[config.mk]
export PLATFORM = sky130hd
export DESIGN_NAME = gdse_pipe_dly
export DESIGN_NICKNAME = d
export VERILOG_FILES = /design/src/gdse_pipe_dly.sv
export SDC_FILE = /design/constraint.sdc
export NUM_CORES = 1
export LEC_CHECK = 0
export BUFFER_PORTS_ARGS = -buffer_cell sky130_fd_sc_hd__clkbuf_2
export CAP_MARGIN = 20
export CORE_MARGIN = 3
export CORE_UTILIZATION = 40
export CTS_CLUSTER_DIAMETER = 200
export CTS_CLUSTER_SIZE = 30
export DETAILED_ROUTE_END_ITERATION = 8
export GPL_ROUTABILITY_DRIVEN = 0
export PLACE_DENSITY = 0.73
export RECOVER_POWER = 50
export SLEW_MARGIN = 10
export SYNTH_ARGS = -nofsm -noshare
export SYNTH_HDL_FRONTEND = slang
export SYNTH_SLANG_ARGS = --single-unit
[constraint.sdc]
create_clock -name i_clk -period 0.9 [get_ports i_clk]
set_input_delay 0.135 -clock i_clk [delete_from_list [all_inputs] [get_ports i_clk]]
set_output_delay 0.135 -clock i_clk [all_outputs]
set_load 0.03 [all_outputs]
[src/gdse_pipe_dly.sv]
// Enabled shift line that carries side data alongside a converter.
module gdse_pipe_dly #(
    parameter int W = 8,
    parameter int D = 2
) (
    input  logic         i_clk,
    input  logic         i_en,
    input  logic [W-1:0] i_d,
    output logic [W-1:0] o_q
);
    logic [W-1:0] r_sr [D];

    always_ff @(posedge i_clk) begin
        if (i_en) begin
            r_sr[0] <= i_d;
            for (int k = 1; k < D; k++) begin
                r_sr[k] <= r_sr[k-1];
            end
        end
    end

    assign o_q = r_sr[D-1];
endmodule

* Yosys cells after proc, flatten, opt, wreduce, memory -nomap -nowiden
Memory sizes are Yosys's and may differ from the RTL's.
Cells that the tools add are included.
** Storage, ports and cells
- Bits in registers :: 0
- Memory bits (writable) :: 16
- Input bits :: 10
- Output and inout port bits :: 8
- Memories kept :: 1
** Memory list
- r_sr :: depth 2, width 8, read ports 2, clocked after memory_dff 0, wr ports 2, line 11 : logic [W-1:0] r_sr [D];
** Operators by class
- Multiplexer cells :: 2
** Operators by type and width (number)
- 1-bit two-way mux :: 2

* Longest topological paths before layout
- Depth after elaboration :: 2
- Gate-level depth with buffers :: 1
- Mapped depth without buffers :: 0

* Least setup slack after synthesis
No wires, ideal clock.
- Path type :: reg2out
- Start :: memory r_sr[1][0] (netlist: r_sr[0][8])
- End :: output o_q[0]
- Arrival time :: 501 ps
- Data required time :: 765 ps
- Path slack :: 264 ps
- Cell stages (with the launch flop) :: 2
- Path buffers :: 1
- Cells stage by stage :: edfxtp_1 > buf_4
** RTL lines
- start, declared :: line 11
- end, declared :: line 9 : output logic [W-1:0] o_q

==> impl_metrics.yaml <==
place:
  placement.setup.worst_slack_ns: 0.109
  placed_insts: 47
  place.port_buffers: 17
timing:
  final_hold_viol_count: 0
  fin_crit_ns: 0.962
  tightestPinTransition_ns: 0.360
  slew_viol_final: 0
  setup_slack_ns: -0.0621
  rsz0062_at_grt: "yes"
  setup_viol: 8
  fmax_mhz: 1040
  final.setup.tns_ns: -0.396
  setup_clock_skew_after_layout_ns: 0.000622
  min_period_over_period_pct: 107
  max-slew-margin-rel_pct: 76.0
hold_path:
  holdCritPathClass: "input pin to flop"
worst_setup_path:
  critical_path_required_ns: 0.76
  worstSetupEndpointType: "output pin"
  worst_r2r_startpoint: "r_sr[0][6]"
  critical_path.startpoint_type: "flop"
  timing.reg2reg.setup_slack_ns: 0.27
  crit_path_buffers_inverters: 1
  critical_path.cell_chain: "buf_8"
  reg2reg_depth: 0
  path_class: "flop to output pin"
  critical_path.max_stage_delay_ns: 0.41
  critical_path.slowest_cell: "sky130_fd_sc_hd__edfxtp_1"
  worst_ep_arrival_time_ns: 0.83
  worstSetupPathDepth: 1
  reg2reg_to: "r_sr[0][14]"
  cpLargestDelayFamily: "flip-flops"
  worstSetupStartpoint: "r_sr[0][12]"
  path_max_fanout: 1
  cp_capture_point: "o_q[4]"
logic_synthesis:
  synth_top_cell_by_area: "sky130_fd_sc_hd__edfxtp_1"
  synth_compound_gate_area_share_pct: 0
  syn-num-nets: 34
  synth_fa_ha_area_share_pct: 0
  dominant_combinational_cell_family_by_area_after_synthesis: "buffers and inverters"
  synth.area.mux_share_pct: 0
  synth_warnings: 0
  synthDominantCellAreaShare_pct: 88.9
  yosys.area_share.xor_xnor_pct: 0
  ys_seq_area_share_pct: 88.9
  yosys.area_share.simple_pct: 0
  count_of_unique_library_cells_instantiated_by_yosys: 2
  netlist_top_cells_area: "sky130_fd_sc_hd__edfxtp_1 89%, sky130_fd_sc_hd__buf_4 11%"
  gate_count_of_the_mapped_netlist: 24
  syn_avg_cell_area_um2: 22.5
  number_of_register_bits_inferred_by_synthesis: 16
  cell_area_after_synthesis_um2: 541
layout:
  finish.cell_count_without_fillers: 50
  layout.cells.most_common_list: "16 x sky130_fd_sc_hd__edfxtp_1, 9 x sky130_fd_sc_hd__clkbuf_2, 7 x sky130_fd_sc_hd__clkbuf_8"
  synthToLayoutAreaGrowth_pct: 25.2
  register_ranked_first_by_flip_flop_count: "r_sr"
  final_layout_size_suffix_gt1_share_pct: 55.6
  layout.nets: 48
  multiInputGateArea_um2: 0
  largest_reg_flops: 16
  antennaDiodeCount: 0
  final_common_cell: "sky130_fd_sc_hd__edfxtp_1"
  biggestRegsByFlops: "r_sr (16)"
  comb.multi_input.count: 0
  fillCellCount: 95
route:
  drt_iter0_drc: 2
  drt_pre_antenna_iters: 3
  ant_nets: 0
  drt_drc_violations_left: 0
  routed_wirelength_um: 455
  total_via_count_in_the_routed_design: 212
  number_of_vias_per_cell_after_detailed_routing: 4.24
  routed_wire_length_per_instance_um: 9.10
global_routing:
  grtUsageTotal_pct: 5.79
  number_of_antenna_violations_at_the_first_check_in_global_routing: 0
  grt_pass1_wl_um: 703
  grt_pass1_vias: 172
  grt_overflow: 0
  grt_start_max_net_pins: 17
clocking:
  root_buffer: "sky130_fd_sc_hd__clkbuf_4"
  clock_sinks: 16
  clk_latency_ns: 0.27
  clkTransAtPathRegs_ns: 0.07
  htree_levels: 1
  tritoncts: "yes"
  number_of_buffers_created_by_cts: 3
  post_cts.repair.setup_buffers: 0
  clock_path_buffers: 2
floorplan:
  die_outline_height_um: 42.8
  die-width_um: 42.8
  placement_rows: 12
  fp.dieArea_um2: 1830
  placeableCoreArea_um2: 1190
  io_pins: 18
  initial_core_util_pct: 45.6
pwr:
  cellLeakagePower_nw: 0.266
  maximum_vdd_drop_mv: 0.963
  power_density_nw_per_um2: 2010
outcome:
  failing_checks: "setup timing"
  status: "finished with violations"
flow_run:
  cap_violations: 0
==> through the flow <==
step / utilization [%] / power (mW) / instance area [µm²] / hold WS [ns]
after floorplan: - / 0.991 / 541 / 0.234
after global placement: 49.2 / 1.01 / 583 / 0.311
after detailed placement: 49.2 / 1.01 / 583 / 0.314
after CTS: 57.0 / 1.38 / 676 / 0.0288
after global routing: 57.1 / 1.43 / 677 / 0.0249
final: 57.1 / 1.36 / 677 / 0.0385
==> report_power, final <==
group,total [mW],internal [mW],switching (mW)
Sequential,0.898,0.883,0.0153
Combinational,0.136,0.0642,0.0713
Clock,0.329,0.155,0.174
==> cell families after synthesis <==
logic type,count (synthesis)
buffers and inverters,8
DFF,16
==> metal layers <==
metal | GRT usage, % | part of all wire, % | vias up
met5 | 0 | 0 | -
met4 | 9.32 | 4.2 | 0
met3 | 1.27 | 16 | 2
met2 | 8.08 | 45 | 17
met1 | 5.52 | 35 | 88
li1 | - | - | 105
==> repair_timing <==
action,in CTS,in global routing
endpoints found under the setup margin,8,8
pin swaps,0,0
hold buffers,0,0
resized for setup,16,1
==> cells in the mapped netlist <==
library cell,n
sky130_fd_sc_hd__buf_4,8
sky130_fd_sc_hd__edfxtp_1,16
==> area by class of cell <==
class	count	area (µm²)	area share (%)
Clock buffer	3	22.5	3.33
Sequential cell	16	480	71.0
Tap cell	14	17.5	2.59
Timing Repair Buffer	17	156	23.1
==> how the worst min path moves through the flow <==
stage	start	to	cells after the start
3_3_place_gp	i_d[6]	r_sr[0][6]	1
2_1_floorplan	i_d[0]	r_sr[0][0]	0
3_5_place_dp	i_d[1]	r_sr[0][1]	1
5_1_grt	i_d[2]	r_sr[0][2]	1
6_report	i_d[2]	r_sr[0][2]	1
4_1_cts	i_d[2]	r_sr[0][2]	1
No activity file was read; power rests on OpenSTA's default activity.
