File: src/gdse_pkg.sv
// Shared constants, record types and tables for the Gregorian date shift engine.
package gdse_pkg;

    // Pipeline depths of the two converters and of the whole engine
    localparam int JDN_LAT  = 2;
    localparam int DATE_LAT = 7;
    localparam int LAT      = 2 * JDN_LAT + 2 * DATE_LAT + 3;

    // Substitute date for requests that fail the round trip, and its day number
    localparam logic [13:0] DFLT_YEAR  = 14'd1959;
    localparam logic [3:0]  DFLT_MONTH = 4'd5;
    localparam logic [4:0]  DFLT_DAY   = 5'd11;
    localparam logic [23:0] DFLT_JD    = 24'd2436700;

    localparam logic [16:0] YEAR_MIN = 17'sd1;
    localparam logic [16:0] YEAR_MAX = 17'sd9999;

    localparam logic [24:0] JDN_BIAS = 25'd32075;
    localparam logic [24:0] JD_OFS   = 25'd68569;

    // Reciprocals ceil(2^k / C); k chosen so that x * C < 2^k over the operand range,
    // which makes (x * M) >> k the exact floor quotient.
    localparam longint unsigned M_100 = ((64'd1 << 22) + 64'd99) / 64'd100;
    localparam longint unsigned M_N   = ((64'd1 << 45) + 64'd146096) / 64'd146097;
    localparam longint unsigned M_I   = ((64'd1 << 49) + 64'd1461000) / 64'd1461001;
    localparam longint unsigned M_J   = ((64'd1 << 28) + 64'd2446) / 64'd2447;
    localparam longint unsigned MJ80  = 64'd80 * M_J;
    localparam longint unsigned M_80  = ((64'd1 << 24) + 64'd79) / 64'd80;
    localparam longint unsigned K80   = 64'd2447 * M_80;
    localparam longint unsigned M_7   = ((64'd1 << 27) + 64'd6) / 64'd7;

    typedef struct packed {
        logic [13:0]        year;
        logic [3:0]         month;
        logic [4:0]         day;
        logic signed [20:0] offset;
    } t_side_a;

    typedef struct packed {
        t_side_a     a;
        logic [23:0] jd;
    } t_side_b;

    typedef struct packed {
        logic        valid;
        logic [13:0] year;
        logic [3:0]  month;
        logic [4:0]  day;
        logic [23:0] jsel;
        logic [23:0] jsh;
    } t_side_c;

    typedef struct packed {
        logic        valid;
        logic        oor;
        logic [13:0] year;
        logic [3:0]  month;
        logic [4:0]  day;
        logic [23:0] jfin;
    } t_side_d;

    // floor(367 * (m - 2 - 12a) / 12), a = -1 for months up to February
    function automatic logic [8:0] f_month_term(input logic [3:0] m);
        logic [8:0] v;
        unique case (m)
            4'd0:  v = 9'd305;
            4'd1:  v = 9'd336;
            4'd2:  v = 9'd367;
            4'd3:  v = 9'd30;
            4'd4:  v = 9'd61;
            4'd5:  v = 9'd91;
            4'd6:  v = 9'd122;
            4'd7:  v = 9'd152;
            4'd8:  v = 9'd183;
            4'd9:  v = 9'd214;
            4'd10: v = 9'd244;
            4'd11: v = 9'd275;
            4'd12: v = 9'd305;
            4'd13: v = 9'd336;
            4'd14: v = 9'd367;
            4'd15: v = 9'd397;
            default: v = 9'd0;
        endcase
        return v;
    endfunction

endpackage

File: src/gdse_jdn.sv
// Two-stage date to Julian Day Number converter.
module gdse_jdn (
    input  logic        i_clk,
    input  logic        i_en,
    input  logic [13:0] i_year,
    input  logic [3:0]  i_month,
    input  logic [4:0]  i_day,
    output logic [23:0] o_jd
);
    import gdse_pkg::*;

    logic        lo_m;
    logic [14:0] t;
    logic [14:0] u;
    logic [24:0] r_p1;
    logic [30:0] r_qu;
    logic [9:0]  r_c;
    logic [8:0]  q100;
    logic [9:0]  sub;
    logic [23:0] r_jd;

    always_comb begin
        lo_m = (i_month <= 4'd2);
        t    = 15'(i_year) + (lo_m ? 15'd4799 : 15'd4800);
        u    = 15'(i_year) + (lo_m ? 15'd4899 : 15'd4900);
    end

    always_ff @(posedge i_clk) begin
        if (i_en) begin
            r_p1 <= 25'(t) * 25'd1461;
            r_qu <= 31'(u) * 31'(M_100);
            r_c  <= 10'(f_month_term(i_month)) + 10'(i_day);
        end
    end

    always_comb begin
        q100 = r_qu[30:22];
        sub  = 10'((11'(q100) * 11'd3) >> 2);
    end

    always_ff @(posedge i_clk) begin
        if (i_en) begin
            // always positive over the whole input range
            r_jd <= 24'(25'(r_p1[24:2]) + 25'(r_c) - 25'(sub) - JDN_BIAS);
        end
    end

    assign o_jd = r_jd;
endmodule

File: config.mk
export PLATFORM = sky130hd
export DESIGN_NAME = gdse_jdn
export DESIGN_NICKNAME = d
export VERILOG_FILES = /design/src/gdse_pkg.sv /design/src/gdse_jdn.sv
export SDC_FILE = /design/constraint.sdc
export NUM_CORES = 1
export LEC_CHECK = 0
export BUFFER_PORTS_ARGS = -buffer_cell sky130_fd_sc_hd__buf_2
export CELL_PAD_IN_SITES_DETAIL_PLACEMENT = 0
export CELL_PAD_IN_SITES_GLOBAL_PLACEMENT = 1
export CORE_ASPECT_RATIO = 0.8
export CORE_MARGIN = 2
export CORE_UTILIZATION = 46
export DETAILED_ROUTE_END_ITERATION = 6
export PLACE_DENSITY = 0.8
export SKIP_LAST_GASP = 1
export SLEW_MARGIN = 5
export SYNTH_ARGS = -nofsm -noshare
export SYNTH_HDL_FRONTEND = slang
export SYNTH_SLANG_ARGS = --single-unit
File: constraint.sdc
create_clock -name i_clk -period 9 [get_ports i_clk]
set_input_delay 1.8 -clock i_clk [delete_from_list [all_inputs] [get_ports i_clk]]
set_output_delay 1.8 -clock i_clk [all_outputs]
set_load 0.03 [all_outputs]
# [After elaboration in Yosys (flattened, before gate mapping)]
# Memory sizes are Yosys's and may differ from the RTL's.
# Cells that the tools add are included.
[word_totals] reg_bits=87 mem_bits_ro=144 inputBits=25 output_inout_bits=24 elab_cells=18 memories=1
[classes] addsub=6 multipliers=3 magnitude_cmp=1 muxes=3
[memory_table] name="(no name shown)" depth=16 word_bits=9 read_ports=1 rd_clocked_by_memory_dff=0 write_ports=0 line="gdse_pkg.sv:65" source="unique case (m)"
[ops] operator="$add A14 B13 Y15" count=2
[ops] operator="$mul A15 B13 Y28 const B" count=1
[ops] operator="$mul A15 B11 Y25 const B" count=1
[ops] operator="$add A23 B10 Y24" count=1
[ops] operator="$sub A24 B15 Y24 const B" count=1
[ops] operator="$sub A24 B9 Y24" count=1
[ops] operator="$mul A9 B2 Y11 const B" count=1
[ops] operator="$add A9 B5 Y10" count=1
[ops] operator="$mux W9" count=1
[ops] operator="$mux W7" count=1
[ops] operator="$le A4 B2 Y1 const B" count=1
[ops] operator="$mux W3" count=1

# [Longest topological paths before layout]
[depth] ltp_word=4 depth_mapped=29

# [Worst setup path after synthesis]
# OpenSTA, ideal clock, no wires.
[synth_path] kind="input to register" from="in i_month[2]" to="reg r_qu[30] (data pin)" setup_ns=0.158 arrival_ns=8.530 slack_ns=0.312 stages=28 path_buffers=1 cell_sequence="clkbuf_1 > nor2_1 > o21a_1 > ha_1 > fa_1 > nor2b_1 > o21bai_1 > a21oi_1 > or3_1 > and2_1 > xnor2_1 > fa_1 > ha_1 > inv_1 > fa_1 > inv_1 > fa_1 > inv_1 > fa_1 > inv_1 > ha_1 > a21o_1 > a211oi_1 > and4b_1 > a22o_1 > o211ai_1 > a2111o_1 > o211ai_1"
[synth_via] elab_chain_len=4
[synth_rtl] element="start, declared" line="gdse_jdn.sv:6" source="input logic [3:0] i_month,"
[synth_rtl] element="$le A4 B2 Y1" line="gdse_jdn.sv:23" source="lo_m = (i_month <= 4'd2);"
[synth_rtl] element="$mux W3" line="gdse_jdn.sv:25" source="u = 15'(i_year) + (lo_m ? 15'd4899 : 15'd4900);"
[synth_rtl] element="$add A14 B13 Y15" line="gdse_jdn.sv:25"
[synth_rtl] element="$mul A15 B13 Y28" line="gdse_jdn.sv:31" source="r_qu <= 31'(u) * 31'(M_100);"
[synth_rtl] element="end signal, assigned" line="gdse_jdn.sv:31"
[synth_rtl] element="end, declared" line="gdse_jdn.sv:16" source="logic [30:0] r_qu;"
# No other way between the ends.
# A chain may end at the register's enable or synchronous reset.

# [Final worst setup path]
[layout_path] from="in i_month[0]" to="reg r_p1[24] (data pin)"
[layout_via] elab_chain_len=4
[layout_rtl] element="$le A4 B2 Y1" line="gdse_jdn.sv:23"
[layout_rtl] element="$mux W7" line="gdse_jdn.sv:24" source="t = 15'(i_year) + (lo_m ? 15'd4799 : 15'd4800);"
[layout_rtl] element="$add A14 B13 Y15" line="gdse_jdn.sv:24"
[layout_rtl] element="$mul A15 B11 Y25" line="gdse_jdn.sv:30" source="r_p1 <= 25'(t) * 25'd1461;"
[layout_rtl] element="end signal, assigned" line="gdse_jdn.sv:30"
[layout_rtl] element="end, declared" line="gdse_jdn.sv:15" source="logic [24:0] r_p1;"
# No other way between the ends.

==> results.txt <==
The layer carrying the most global-route usage was met1. The pin slew with the least headroom to its limit was 913 ps. The total area inside the core boundary comes to 0.0251 mm^2. Clock latency on the worst-skew pair, taken at its later pin, is 330 ps. TritonCTS built the clock tree. The number of antenna diodes in the final layout is 0. STA classifies the critical path endpoint as a flip-flop. The filler cells instantiated in the layout total 2302. Entering global routing, the biggest net connects 67 pins. The wire length of the first global-routing pass came out at 39400 um.

The final max-slew violation count was 0. Yosys instantiated no cell more often than sky130_fd_sc_hd__inv_1. The placer's final routability congestion estimate is 0.882.

The pre-antenna-repair detailed-routing pass consisted of 5 iterations. The launch point of the critical path is i_month[0]. The area added between synthesis and finish is 9.22%, and the number of max-capacitance violations reported is 0.

The flow ran to the end, and the final reports show no timing, DRC or antenna violations. The share of the synthesized area in the top cell type works out to 25.6%. In this run the tool buffered the top-level ports with 48 buffer cells. For the final worst hold slack, the log shows 612 ps. Sorting the synthesized cells by how often they occur yields 296 x sky130_fd_sc_hd__inv_1, 239 x sky130_fd_sc_hd__ha_1, 137 x sky130_fd_sc_hd__fa_1. The longest clock path from root to sink contains 2 buffers. Ranked by total cell area, the synthesized netlist is headed by sky130_fd_sc_hd__ha_1 26%, sky130_fd_sc_hd__fa_1 23%, sky130_fd_sc_hd__edfxtp_1 17%. The die covers 0.0267 mm^2. The floorplan has 52 rows. The post-route netlist has 8.50% of its cells at a drive strength greater than 1.

The utilization after layout was 50.8%. For the synthesized netlist cell count, the log shows 1170. Predominant post-synthesis flop cell: sky130_fd_sc_hd__edfxtp_1.

Dividing the detail-routed wire length by the instance count gives 14.5 um. The setup path with the least slack is of type in -> reg. For the cell area reported after detailed placement, the log shows 0.0125 mm^2. The finished cells cover 0.0128 mm^2. Static timing analysis puts the maximum clock frequency at 116 MHz. In this run the critical register-to-register path is launched from r_qu[23]$_DFFE_PP_. The number of clock buffers added by TritonCTS is 9. Counting every sink on the clock net gives 66. The tools report the post-synth design cell area as 0.0117 mm^2. The tools report the final antenna-violating net count as 0. The tightest min-delay check is of the reg -> reg type. For this design, the CTS-stage hold fixing added 0 buffers.

The tree is rooted in a sky130_fd_sc_hd__clkbuf_16. In the global route stage, met2 resource usage came out at 26.8%. The logs give 0 for the number of hold violations in the final report and 18.2% for the overall global routing resource usage. In this run the count of I/O pins placed on the die edge is 49. The Yosys step of the flow raised 0 warnings.

The number of nets in the synthesized netlist is 1571. In this run the horizontal extent of the chip is 182 um. For this run the aggregate overflow at the end of global routing stands at 0.

In this run the number of H-tree levels came out at 3. For the setup-violating endpoint count in the final report, the log shows 0. The register clock-pin slew on the reported worst setup and hold paths is 50 ps, and the peak fanout along the critical path is 5. The tools report the number of antenna violations at the first check in global routing as 0. The netlist uses 54 different library cells. Headroom to the max-slew limit came out at 38.7%. The tools report the number of global-route vias before repair as 7995.

The critical path launch point type was a primary input. The initial utilization of the core area, before any placement, comes to 46.5%. The signal arrival time at the worst endpoint was 8680 ps. For this run, the slowest stage of the critical path takes 540 ps. For this design, the slowest cell found on the critical path is sky130_fd_sc_hd__fa_1. The met1 routing resource usage after global routing is 29.1%. At the end of the flow, the number of nets in the layout was 1643. The number of flip-flops and latches in the synthesized netlist was 66; the number of enable-type register cells in the synthesized netlist was 66.

The run gives 0 as the number of gates given a new drive strength after cts. The vertical extent of the die is 147 um. The startpoint identified for the worst hold timing path is r_p1[24]$_DFFE_PP_. The run gives 7.87 ps as the largest clock skew in the final design.

Cell type with the highest aggregate area in the netlist: sky130_fd_sc_hd__ha_1. The post-route clock period utilization works out to 95.7%. After synthesis, the share of flip-flops with an asynchronous set or reset is 0%.

The post-layout instance count excluding filler cells came out at 1571. The post-route minimum period was 8610 ps. Setup repair after global routing left no endpoint under its margin. After legalization and detailed placement, the total HPWL measured 19900 um. The logs give 17.0% for the share of the yosys chip area belonging to registers and 0 for the post-CTS setup buffer count.

After synthesis, the mean cell area works out to 9.98 um^2. For this run, design rule violations remaining after detail routing come to 0. The detailed router's first-iteration violation count is 401, and the average vias per placed instance is 4.97.

For the number of vias after detailed routing, the log shows 7806. The run gives 1555 as the number of cells in the design after placement. For this block, the routed nets add up to 22800 um of wire. The met3 track demand over resource in global routing is 2.15%, and the data required time of the worst path is 9070 ps.
-- registers in the layout (all words and copies together) (netlist names) --
register  cells
r_qu          9
o_jd         24
r_p1         23
r_c          10
-- per-stage QoR --
| stage | TNS (ps) | setup slack [ps] |
|---|---|---|
| floorplan | 0 | 312 |
| global placement | 0 | 33.4 |
| detailed placement | -111 | -65.3 |
| CTS | 0 | 258 |
| global route | 0 | 22.8 |
| finish | 0 | 387 |
-- worst paths after layout --
kind	slack [ps]	to	cells after the start
setup reg to reg	3830	o_jd[23]$_DFFE_PP_	18
hold / removal	610	o_jd[23]$_DFFE_PP_	2
setup / recovery	390	r_p1[24]$_DFFE_PP_	29
hold reg to reg	610	o_jd[23]$_DFFE_PP_	2
-- worst max-delay path: cells and delay by family --
| kind | cells | cell delay [ps] |
|---|---|---|
| adders and majority gates | 8 | 3100 |
| AOI/OAI and AO/OA | 12 | 2790 |
| and+or+nand+nor | 1 | 170 |
| xor gates and xnor gates | 2 | 370 |
| buffers and inverters | 6 | 410 |
-- cell usage in the layout, fill, tap and decap left out, types with 4 or more instances in the layout --
master	count
sky130_fd_sc_hd__o21ai_0	23
sky130_fd_sc_hd__fa_1	137
sky130_fd_sc_hd__o2111ai_1	5
sky130_fd_sc_hd__and2_1	10
sky130_fd_sc_hd__and3_1	7
sky130_fd_sc_hd__or3_1	6
sky130_fd_sc_hd__ha_1	238
sky130_fd_sc_hd__inv_1	296
sky130_fd_sc_hd__nand3_1	18
sky130_fd_sc_hd__xor2_2	4
sky130_fd_sc_hd__a31oi_1	10
sky130_fd_sc_hd__xnor2_1	55
sky130_fd_sc_hd__buf_4	21
sky130_fd_sc_hd__a21oi_1	50
sky130_fd_sc_hd__nor2b_1	5
sky130_fd_sc_hd__o21a_1	6
sky130_fd_sc_hd__a21o_1	27
sky130_fd_sc_hd__or2_2	6
sky130_fd_sc_hd__a211o_1	4
sky130_fd_sc_hd__edfxtp_1	66
sky130_fd_sc_hd__xor2_1	36
sky130_fd_sc_hd__buf_2	48
sky130_fd_sc_hd__nand2b_1	7
sky130_fd_sc_hd__nor2_1	32
sky130_fd_sc_hd__nand4_1	6
sky130_fd_sc_hd__o21bai_1	11
sky130_fd_sc_hd__o211ai_1	7
sky130_fd_sc_hd__clkbuf_16	9
sky130_fd_sc_hd__nor3_1	19
sky130_fd_sc_hd__nand2_1	30
-- metal layers --
layer | wire length, um | up-vias
li1 | - | 3984
met1 | 12600 | 3687
met2 | 9230 | 128
met3 | 808 | 7
met4 | 122 | 0
met5 | 0 | -
-- cells by family (layout without fill, tap and decap cells) --
group / after synthesis / count (layout) / share of synthesized area (%)
xor gates and xnor gates: 96 / 96 / 7.26
DFF: 66 / 66 / 17.0
muxes: 2 / 2 / 0.386
buffers and inverters: 304 / 381 / 9.77
AOI/OAI and AO/OA: 173 / 173 / 9.97
adders and majority gates: 376 / 376 / 49.1
and+or+nand+nor: 153 / 153 / 6.55
-- layout make-up --
class / count / area [um^2] / area share (%)
Clock inverter: 6 / 33.8 / 0.265
Tap cell: 324 / 405 / 3.18
Multi-Input combinational cell: 800 / 8600 / 67.4
Clock buffer: 10 / 229 / 1.79
Sequential cell: 66 / 1980 / 15.5
Timing Repair Buffer: 69 / 398 / 3.12
Inverter: 296 / 1110 / 8.71
Power is left out: the tool's default activity adds up to more than one toggle a clock period on the data nets, which glitch-free logic cannot reach.
