**src/gdse_pkg.sv**
```systemverilog
// Shared constants, record types and tables for the Gregorian date shift engine.
package gdse_pkg;

    // Pipeline depths of the two converters and of the whole engine
    localparam int JDN_LAT  = 2;
    localparam int DATE_LAT = 7;
    localparam int LAT      = 2 * JDN_LAT + 2 * DATE_LAT + 3;

    // Substitute date for requests that fail the round trip, and its day number
    localparam logic [13:0] DFLT_YEAR  = 14'd1959;
    localparam logic [3:0]  DFLT_MONTH = 4'd5;
    localparam logic [4:0]  DFLT_DAY   = 5'd11;
    localparam logic [23:0] DFLT_JD    = 24'd2436700;

    localparam logic [16:0] YEAR_MIN = 17'sd1;
    localparam logic [16:0] YEAR_MAX = 17'sd9999;

    localparam logic [24:0] JDN_BIAS = 25'd32075;
    localparam logic [24:0] JD_OFS   = 25'd68569;

    // Reciprocals ceil(2^k / C); k chosen so that x * C < 2^k over the operand range,
    // which makes (x * M) >> k the exact floor quotient.
    localparam longint unsigned M_100 = ((64'd1 << 22) + 64'd99) / 64'd100;
    localparam longint unsigned M_N   = ((64'd1 << 45) + 64'd146096) / 64'd146097;
    localparam longint unsigned M_I   = ((64'd1 << 49) + 64'd1461000) / 64'd1461001;
    localparam longint unsigned M_J   = ((64'd1 << 28) + 64'd2446) / 64'd2447;
    localparam longint unsigned MJ80  = 64'd80 * M_J;
    localparam longint unsigned M_80  = ((64'd1 << 24) + 64'd79) / 64'd80;
    localparam longint unsigned K80   = 64'd2447 * M_80;
    localparam longint unsigned M_7   = ((64'd1 << 27) + 64'd6) / 64'd7;

    typedef struct packed {
        logic [13:0]        year;
        logic [3:0]         month;
        logic [4:0]         day;
        logic signed [20:0] offset;
    } t_side_a;

    typedef struct packed {
        t_side_a     a;
        logic [23:0] jd;
    } t_side_b;

    typedef struct packed {
        logic        valid;
        logic [13:0] year;
        logic [3:0]  month;
        logic [4:0]  day;
        logic [23:0] jsel;
        logic [23:0] jsh;
    } t_side_c;

    typedef struct packed {
        logic        valid;
        logic        oor;
        logic [13:0] year;
        logic [3:0]  month;
        logic [4:0]  day;
        logic [23:0] jfin;
    } t_side_d;

    // floor(367 * (m - 2 - 12a) / 12), a = -1 for months up to February
    function automatic logic [8:0] f_month_term(input logic [3:0] m);
        logic [8:0] v;
        unique case (m)
            4'd0:  v = 9'd305;
            4'd1:  v = 9'd336;
            4'd2:  v = 9'd367;
            4'd3:  v = 9'd30;
            4'd4:  v = 9'd61;
            4'd5:  v = 9'd91;
            4'd6:  v = 9'd122;
            4'd7:  v = 9'd152;
            4'd8:  v = 9'd183;
            4'd9:  v = 9'd214;
            4'd10: v = 9'd244;
            4'd11: v = 9'd275;
            4'd12: v = 9'd305;
            4'd13: v = 9'd336;
            4'd14: v = 9'd367;
            4'd15: v = 9'd397;
            default: v = 9'd0;
        endcase
        return v;
    endfunction

endpackage

```
**src/gdse_jd2date.sv**
```systemverilog
// Seven-stage Julian Day Number to date converter.
module gdse_jd2date (
    input  logic               i_clk,
    input  logic               i_en,
    input  logic [23:0]        i_jd,
    output logic signed [16:0] o_year,
    output logic [3:0]         o_month,
    output logic [4:0]         o_day
);
    import gdse_pkg::*;

    logic [24:0] l0;
    logic [24:0] r_l0, r_l0b;
    logic [54:0] r_pn;
    logic [9:0]  n;
    logic [27:0] r_pn2;
    logic [9:0]  r_n2, r_n3, r_n4, r_n5, r_n6;
    logic [24:0] l1w;
    logic [15:0] l1;
    logic [15:0] r_l1, r_l1b;
    logic [27:0] r_pi;
    logic [56:0] r_qi;
    logic [7:0]  i;
    logic [15:0] l2w;
    logic [8:0]  r_l2, r_l2b;
    logic [7:0]  r_i5, r_i6;
    logic [32:0] r_qj;
    logic [4:0]  j;
    logic [33:0] pk;
    logic [9:0]  kd;
    logic        l3;
    logic [4:0]  mw;
    logic [16:0] yw;
    logic signed [16:0] r_year;
    logic [3:0]  r_month;
    logic [4:0]  r_day;

    assign l0 = 25'(i_jd) + JD_OFS;

    always_ff @(posedge i_clk) begin
        if (i_en) begin
            r_l0 <= l0;
            r_pn <= 55'({l0, 2'b00}) * 55'(M_N);
        end
    end

    assign n = r_pn[54:45];

    always_ff @(posedge i_clk) begin
        if (i_en) begin
            r_l0b <= r_l0;
            r_n2  <= n;
            r_pn2 <= 28'(n) * 28'd146097;
        end
    end

    always_comb begin
        l1w = r_l0b - 25'((29'(r_pn2) + 29'd3) >> 2);
        l1  = l1w[15:0];
    end

    always_ff @(posedge i_clk) begin
        if (i_en) begin
            r_l1 <= l1;
            r_n3 <= r_n2;
            r_pi <= (28'(l1) + 28'd1) * 28'd4000;
        end
    end

    always_ff @(posedge i_clk) begin
        if (i_en) begin
            r_l1b <= r_l1;
            r_n4  <= r_n3;
            r_qi  <= 57'(r_pi) * 57'(M_I);
        end
    end

    always_comb begin
        i   = r_qi[56:49];
        l2w = r_l1b - 16'((19'(i) * 19'd1461) >> 2) + 16'd31;
    end

    always_ff @(posedge i_clk) begin
        if (i_en) begin
            r_l2 <= l2w[8:0];
            r_i5 <= i;
            r_n5 <= r_n4;
        end
    end

    always_ff @(posedge i_clk) begin
        if (i_en) begin
            r_qj  <= 33'(r_l2) * 33'(MJ80);
            r_l2b <= r_l2;
            r_i6  <= r_i5;
            r_n6  <= r_n5;
        end
    end

    always_comb begin
        j  = r_qj[32:28];
        pk = (34'(j) * 34'(K80)) >> 24;
        kd = 10'(r_l2b) - pk[9:0];
        l3 = (j >= 5'd11);
        mw = j + 5'd2 - (l3 ? 5'd12 : 5'd0);
        yw = 17'(r_n6) * 17'd100 - 17'd4900 + 17'(r_i6) + 17'(l3);
    end

    always_ff @(posedge i_clk) begin
        if (i_en) begin
            r_year  <= $signed(yw);
            r_month <= mw[3:0];
            r_day   <= kd[4:0];
        end
    end

    assign o_year  = r_year;
    assign o_month = r_month;
    assign o_day   = r_day;
endmodule

```
**config.mk**
```make
export PLATFORM = sky130hd
export DESIGN_NAME = gdse_jd2date
export DESIGN_NICKNAME = d
export VERILOG_FILES = /design/src/gdse_pkg.sv /design/src/gdse_jd2date.sv
export SDC_FILE = /design/constraint.sdc
export NUM_CORES = 2
export LEC_CHECK = 0
export BUFFER_PORTS_ARGS = -buffer_cell sky130_fd_sc_hd__buf_2
export CORE_AREA = 2 2 275 277
export CTS_BUF_LIST = sky130_fd_sc_hd__clkbuf_4 sky130_fd_sc_hd__clkbuf_8
export DETAILED_ROUTE_END_ITERATION = 8
export DIE_AREA = 0 0 277 279
export GPL_ROUTABILITY_DRIVEN = 0
export GPL_TIMING_DRIVEN = 0
export PLACE_DENSITY = 0.71
export SETUP_SLACK_MARGIN = 0.4
export SLEW_MARGIN = 20
export SYNTH_ARGS = -nofsm -noshare
export SYNTH_HDL_FRONTEND = slang
export SYNTH_SLANG_ARGS = --single-unit
```
**constraint.sdc**
```tcl
create_clock -name i_clk -period 10 [get_ports i_clk]
set_input_delay 2 -clock i_clk [delete_from_list [all_inputs] [get_ports i_clk]]
set_output_delay 2 -clock i_clk [all_outputs]
set_load 0.005 [all_outputs]
```
======== Word level (Yosys, flattened, before mapping) ========
Index checks and enable logic that the tools add are counted.
word-level totals
  flip-flop bits (word level) ............. 328
  output and inout bits ................... 26
  logic and storage cells ................. 43
cells by class
  muxes and demuxes ....................... 1
  $mul .................................... 8
  order comparisons ....................... 1
  add/subtract/negate cells ............... 12
operators with widths
  operator                number
  $mul 23x27->50 const B  1
  $mul 25x24->49 const B  1
  $mul 5x27->27 const B   1
  $mul 9x18->27 const B   1
  $add 24x17->25 const B  1
  $mul 17x7->23 const B   1
  $add 18x2->18 const B   1
  $mul 10x18->18 const B  1
  $add 16x1->17 const B   1
  $add 17x1->17           1
  $add 17x8->17           1
  $sub 17x13->17 const B  1
  $sub 16x16->16          1
  $mul 10x5->15 const B   1
  $mul 8x11->11 const B   1
  $add 9x5->9 const B     1
  $sub 9x9->9             1
  $ge 5x4->1 const B      1
  $sub 5x5->5             1
  $add 4x2->4 const B     1
  $mux 4                  1
  $sub 4x4->4             1

======== Longest topological paths before layout ========
  depth after elaboration ................. 4
  depth in mapped cells ................... 31
  mapped depth without buffers ............ 31

======== Worst setup path before layout ========
Ideal clock, no wire load.
  path type ............................... input-to-reg
  start ................................... in i_jd[0]
  end ..................................... reg r_pn[54], data pin
  slack ................................... 522 ps
  data arrival time ....................... 9218 ps
  library setup time ...................... 260 ps
  buffers on the path ..................... 0
  stages on the path ...................... 30
  cells stage by stage .................... ha_1 a21oi_1 a21boi_0 or2_2 a21oi_1 nor2_1 nor2_1 nor2_1 xor2_1 ha_1 ha_1 fa_1 fa_1 inv_1 fa_1 inv_1 fa_1 inv_1 fa_1 inv_1 ha_1 a21o_1 a21o_1 a221oi_1 nand2_1 nor3_1 a21oi_1 a211oi_1 o21bai_1 xnor2_1
on the way
  longest elaborated chain between the ends .. 2
RTL lines
  what                  RTL line            source
  start, declared       gdse_jd2date.sv:5   input logic [23:0] i_jd,
  $add 24x17->25        gdse_jd2date.sv:38  assign l0 = 25'(i_jd) + JD_OFS;
  $mul 25x24->49        gdse_jd2date.sv:43  r_pn <= 55'({l0, 2'b00}) * 55'(M_N);
  end signal, assigned  gdse_jd2date.sv:43
  end, declared         gdse_jd2date.sv:14  logic [54:0] r_pn;
No other way between the ends.
A chain may end at the register's enable or synchronous reset.

======== Final worst setup path ========
  start ................................... in i_jd[1]
  end ..................................... reg r_pn[54], data pin
The elaborated chain is that of the path after synthesis.

==> flow_summary_export.csv <==
group,metric,value,unit
run_status,status,"finished, final reports clean",
timing,clock_skew,24.48,ps
timing,fmax,0.1082,GHz
place,dp_cells,4592,
clocking,cts.sinks,216,
place,placed_area,40630,um^2
layout,drive_gt1_share,5.710,%
min_path,hp-start,"r_i5[7]$_DFFE_PP_",
timing,worstMarginPinSlew,1100,ps
logic_synthesis,yosys_warnings,0,
timing,setup_viol,0,
timing,tns,0,ps
worst_setup_path,crit_slowest_cell,"fa_1",
logic_synthesis,synth-seq-cells,216,
logic_synthesis,synth_area,39060,um^2
logic_synthesis,synth_top_area_cell,"fa_1",
clocking,cts_root_buf,"clkbuf_8",
layout,nets,5129,
timing,slew_viol_final,0,
detailed_routing,wl_per_cell,16.48,um
floorplan,rows,100,
logic_synthesis,synth-edff-count,216,
floorplan,dieArea,77280,um^2
detailed_routing,dr.pass1.iters,6,
timing,fin_crit,9244,ps
global_route,grt_pass1_wl,130200,um
clocking,path_clk_slew,60,ps
detailed_routing,vias_per_cell,5.143,
layout,area_growth,7.266,%
logic_synthesis,synth.distinct_cells,75,
worst_setup_path,critPathMaxFanout,5,
logic_synthesis,synth_top_area_share,33.42,%
logic_synthesis,ys_seq_area_share,16.61,%
global_route,grt_pass1_vias,25910,
floorplan,die_w,277,um
logic_synthesis,synth_nets,5017,
floorplan,die_y,279,um
place,port_buffers,51,
global_route,antenna_found_initial,1,
logic_synthesis,synthArstFlopShare,0,%
min_path,hold_path_depth,0,
global_route,grt_max_degree,96,
clocking,cts.path.max_buffers,3,
place,dp_hpwl,67990,um
worst_setup_path,end_kind,"flip-flop",
clocking,cts_buffers,40,
logic_synthesis,ys.flop_type,"edfxtp_1",
timing,timing.slew.headroom,26.41,%
layout,fin_util,56.56,%
floorplan,initial_utilization,52.73,%
global_route,grt_usage,21.23,%
floorplan,fp.coreArea,74070,um^2
detailed_routing,totalWireLength,77160,um
layout,stdcell_area,41890,um^2
worst_setup_path,required,10330,ps
min_path,min_to,"r_i6[7]$_DFFE_PP_",
worst_setup_path,reg2reg_setup_slack,2220,ps
worst_setup_path,cp-start-kind,"input pin",
min_path,hold_path.class,"reg -> reg",
clocking,cts_tree,"yes",
detailed_routing,vias,24080,
worst_setup_path,cp.arrival,9570,ps
worst_setup_path,rr_startpoint,"r_pn2[1]$_DFFE_PP_",
logic_synthesis,yosys-top-cells-area,"fa_1, ha_1, edfxtp_1",
detailed_routing,drcViolationCount,0,
worst_setup_path,crit_buf_inv,7,
clocking,clock_latency,580,ps
worst_setup_path,critPathTopFamily,"adder cells",
floorplan,io_pins,52,
logic_synthesis,postSynthAreaPerCell,10.94,um^2
timing,finalHoldViolCount,0,
worst_setup_path,reg2reg_to,"r_pi[27]$_DFFE_PP_",
worst_setup_path,cpPeakStageDelay,550,ps
worst_setup_path,crit_top_cell,"fa_1",
detailed_routing,drtIter0Drc,1065,
detailed_routing,ant_nets,0,
layout,instances_no_fill,4683,
worst_setup_path,path_class,"in -> reg",
worst_setup_path,reg2reg_depth,28,
timing,finalCritPeriodShare,92.44,%
global_route,overflow,0,
run,maxCapViolCount,0,
clocking,htreeDepth,2,
logic_synthesis,synthCells,3570,
timing,rsz0062_at_grt,"true",
stage by stage:
stage | hold slack [ps] | worst slack (ps)
final | 413.6 | 756.1
after global placement | 401.5 | -1416
after detailed placement | 404.5 | -1549
after CTS | 412.1 | 401.0
after floorplan | 400.3 | 522.3
after global routing | 417.0 | 381.2
how the worst max path moves through the flow:
stage / start / end / slack [ps] / depth (start not counted)
2_1_floorplan: i_jd[0] / r_pn[54]$_DFFE_PP_ / 520 / 30
3_3_place_gp: i_jd[0] / r_pn[54]$_DFFE_PP_ / -1420 / 31
3_5_place_dp: i_jd[1] / r_pn[54]$_DFFE_PP_ / -1550 / 32
4_1_cts: i_jd[1] / r_pn[54]$_DFFE_PP_ / 400 / 32
5_1_grt: i_jd[1] / r_pn[54]$_DFFE_PP_ / 380 / 33
6_report: i_jd[1] / r_pn[54]$_DFFE_PP_ / 760 / 34
timing repair:
item | CTS | global route
gates resized for setup | 32 | 19
pin swaps | 6 | 7
buffers inserted | 7 | 10
cloned | 0 | 0
endpoints found under the setup margin | 10 | 9
hold buffers | 0 | 0
sequential cells by signal, summed over array words and instances, names as in the netlist, 8 cells and up:
register	flops
r_l2	9
r_pn	10
r_l1b	9
r_pi	23
r_l0b	16
r_n6	10
r_i5	8
r_n3	10
r_l0	16
r_i6	8
r_pn2	18
o_year	17
r_l1	9
r_n4	10
r_qi	8
r_n5	10
cells in the mapped netlist, types with 4 or more instances:
cell	instances
a2111oi_0	4
a211oi_1	10
a21boi_0	10
a21o_1	60
a21oi_1	102
a221oi_1	6
a31oi_1	9
a41oi_1	4
and2_1	11
and3_1	19
and4_1	8
edfxtp_1	216
fa_1	652
ha_1	769
inv_1	1054
nand2_1	64
nand2b_1	9
nand3_1	24
nand4_1	18
nor2_1	73
nor2b_1	14
nor3_1	24
nor3b_1	4
nor4_1	6
o2111ai_1	6
o211ai_1	4
o21a_1	17
o21ai_0	59
o21bai_1	20
o31ai_1	7
o41ai_1	4
or2_2	13
or3_1	5
xnor2_1	134
xor2_1	69
logic make-up after synthesis:
family	synth area share, %
and+or+nand+nor	4.168
AOI/OAI and AO/OA	5.955
buffers and inverters	10.16
xor gates and xnor gates	4.972
DFF	16.61
muxes	0.08009
adders and majority gates	58.06
cell type report:
class	count	area [um^2]
well taps	969	1212
clock buffers	45	588.1
diodes	1	2.502
fillers	6274	32180
repair buffers	70	447.9
inverters	1054	3956
clock inverters	28	261.5
flip-flops and latches	216	6486
plain buffers	3	13.76
multi-input cells	2297	28930
layer usage:
layer	GRT usage, %	routed length (um)	up-vias
li1	-	-	11590
met1	27.44	33020	11860
met2	37.22	38110	476
met3	2.410	3364	154
met4	7.121	2663	0
met5	0	0	-
placed cells by master, fill, tap and decap left out, drive strengths merged, types with 10 or more instances in the layout:
cell / count
a211oi: 10
a21boi: 10
a21o: 60
a21oi: 103
and2: 11
and3: 20
buf: 71
clkbuf: 47
clkinv: 17
edfxtp: 216
fa: 652
ha: 769
inv: 1057
nand2: 64
nand3: 24
nand4: 18
nor2: 73
nor2b: 14
nor3: 25
o21a: 17
o21ai: 59
o21bai: 20
or2: 15
xnor2: 138
xor2: 73
worst register-to-register path: cells and delay by family, from the launching register on:
family	cells	cell delay, ps
adder cells (fa/ha/maj)	6	2390
AND/OR/NAND/NOR	10	1940
XOR/XNOR	4	1500
AO/OA/AOI/OAI	5	900
flip-flops	1	400
buffers and inverters	3	390
Power is not shown: default switching activity piles up to over one toggle a cycle in this logic, so the estimate is an artifact.
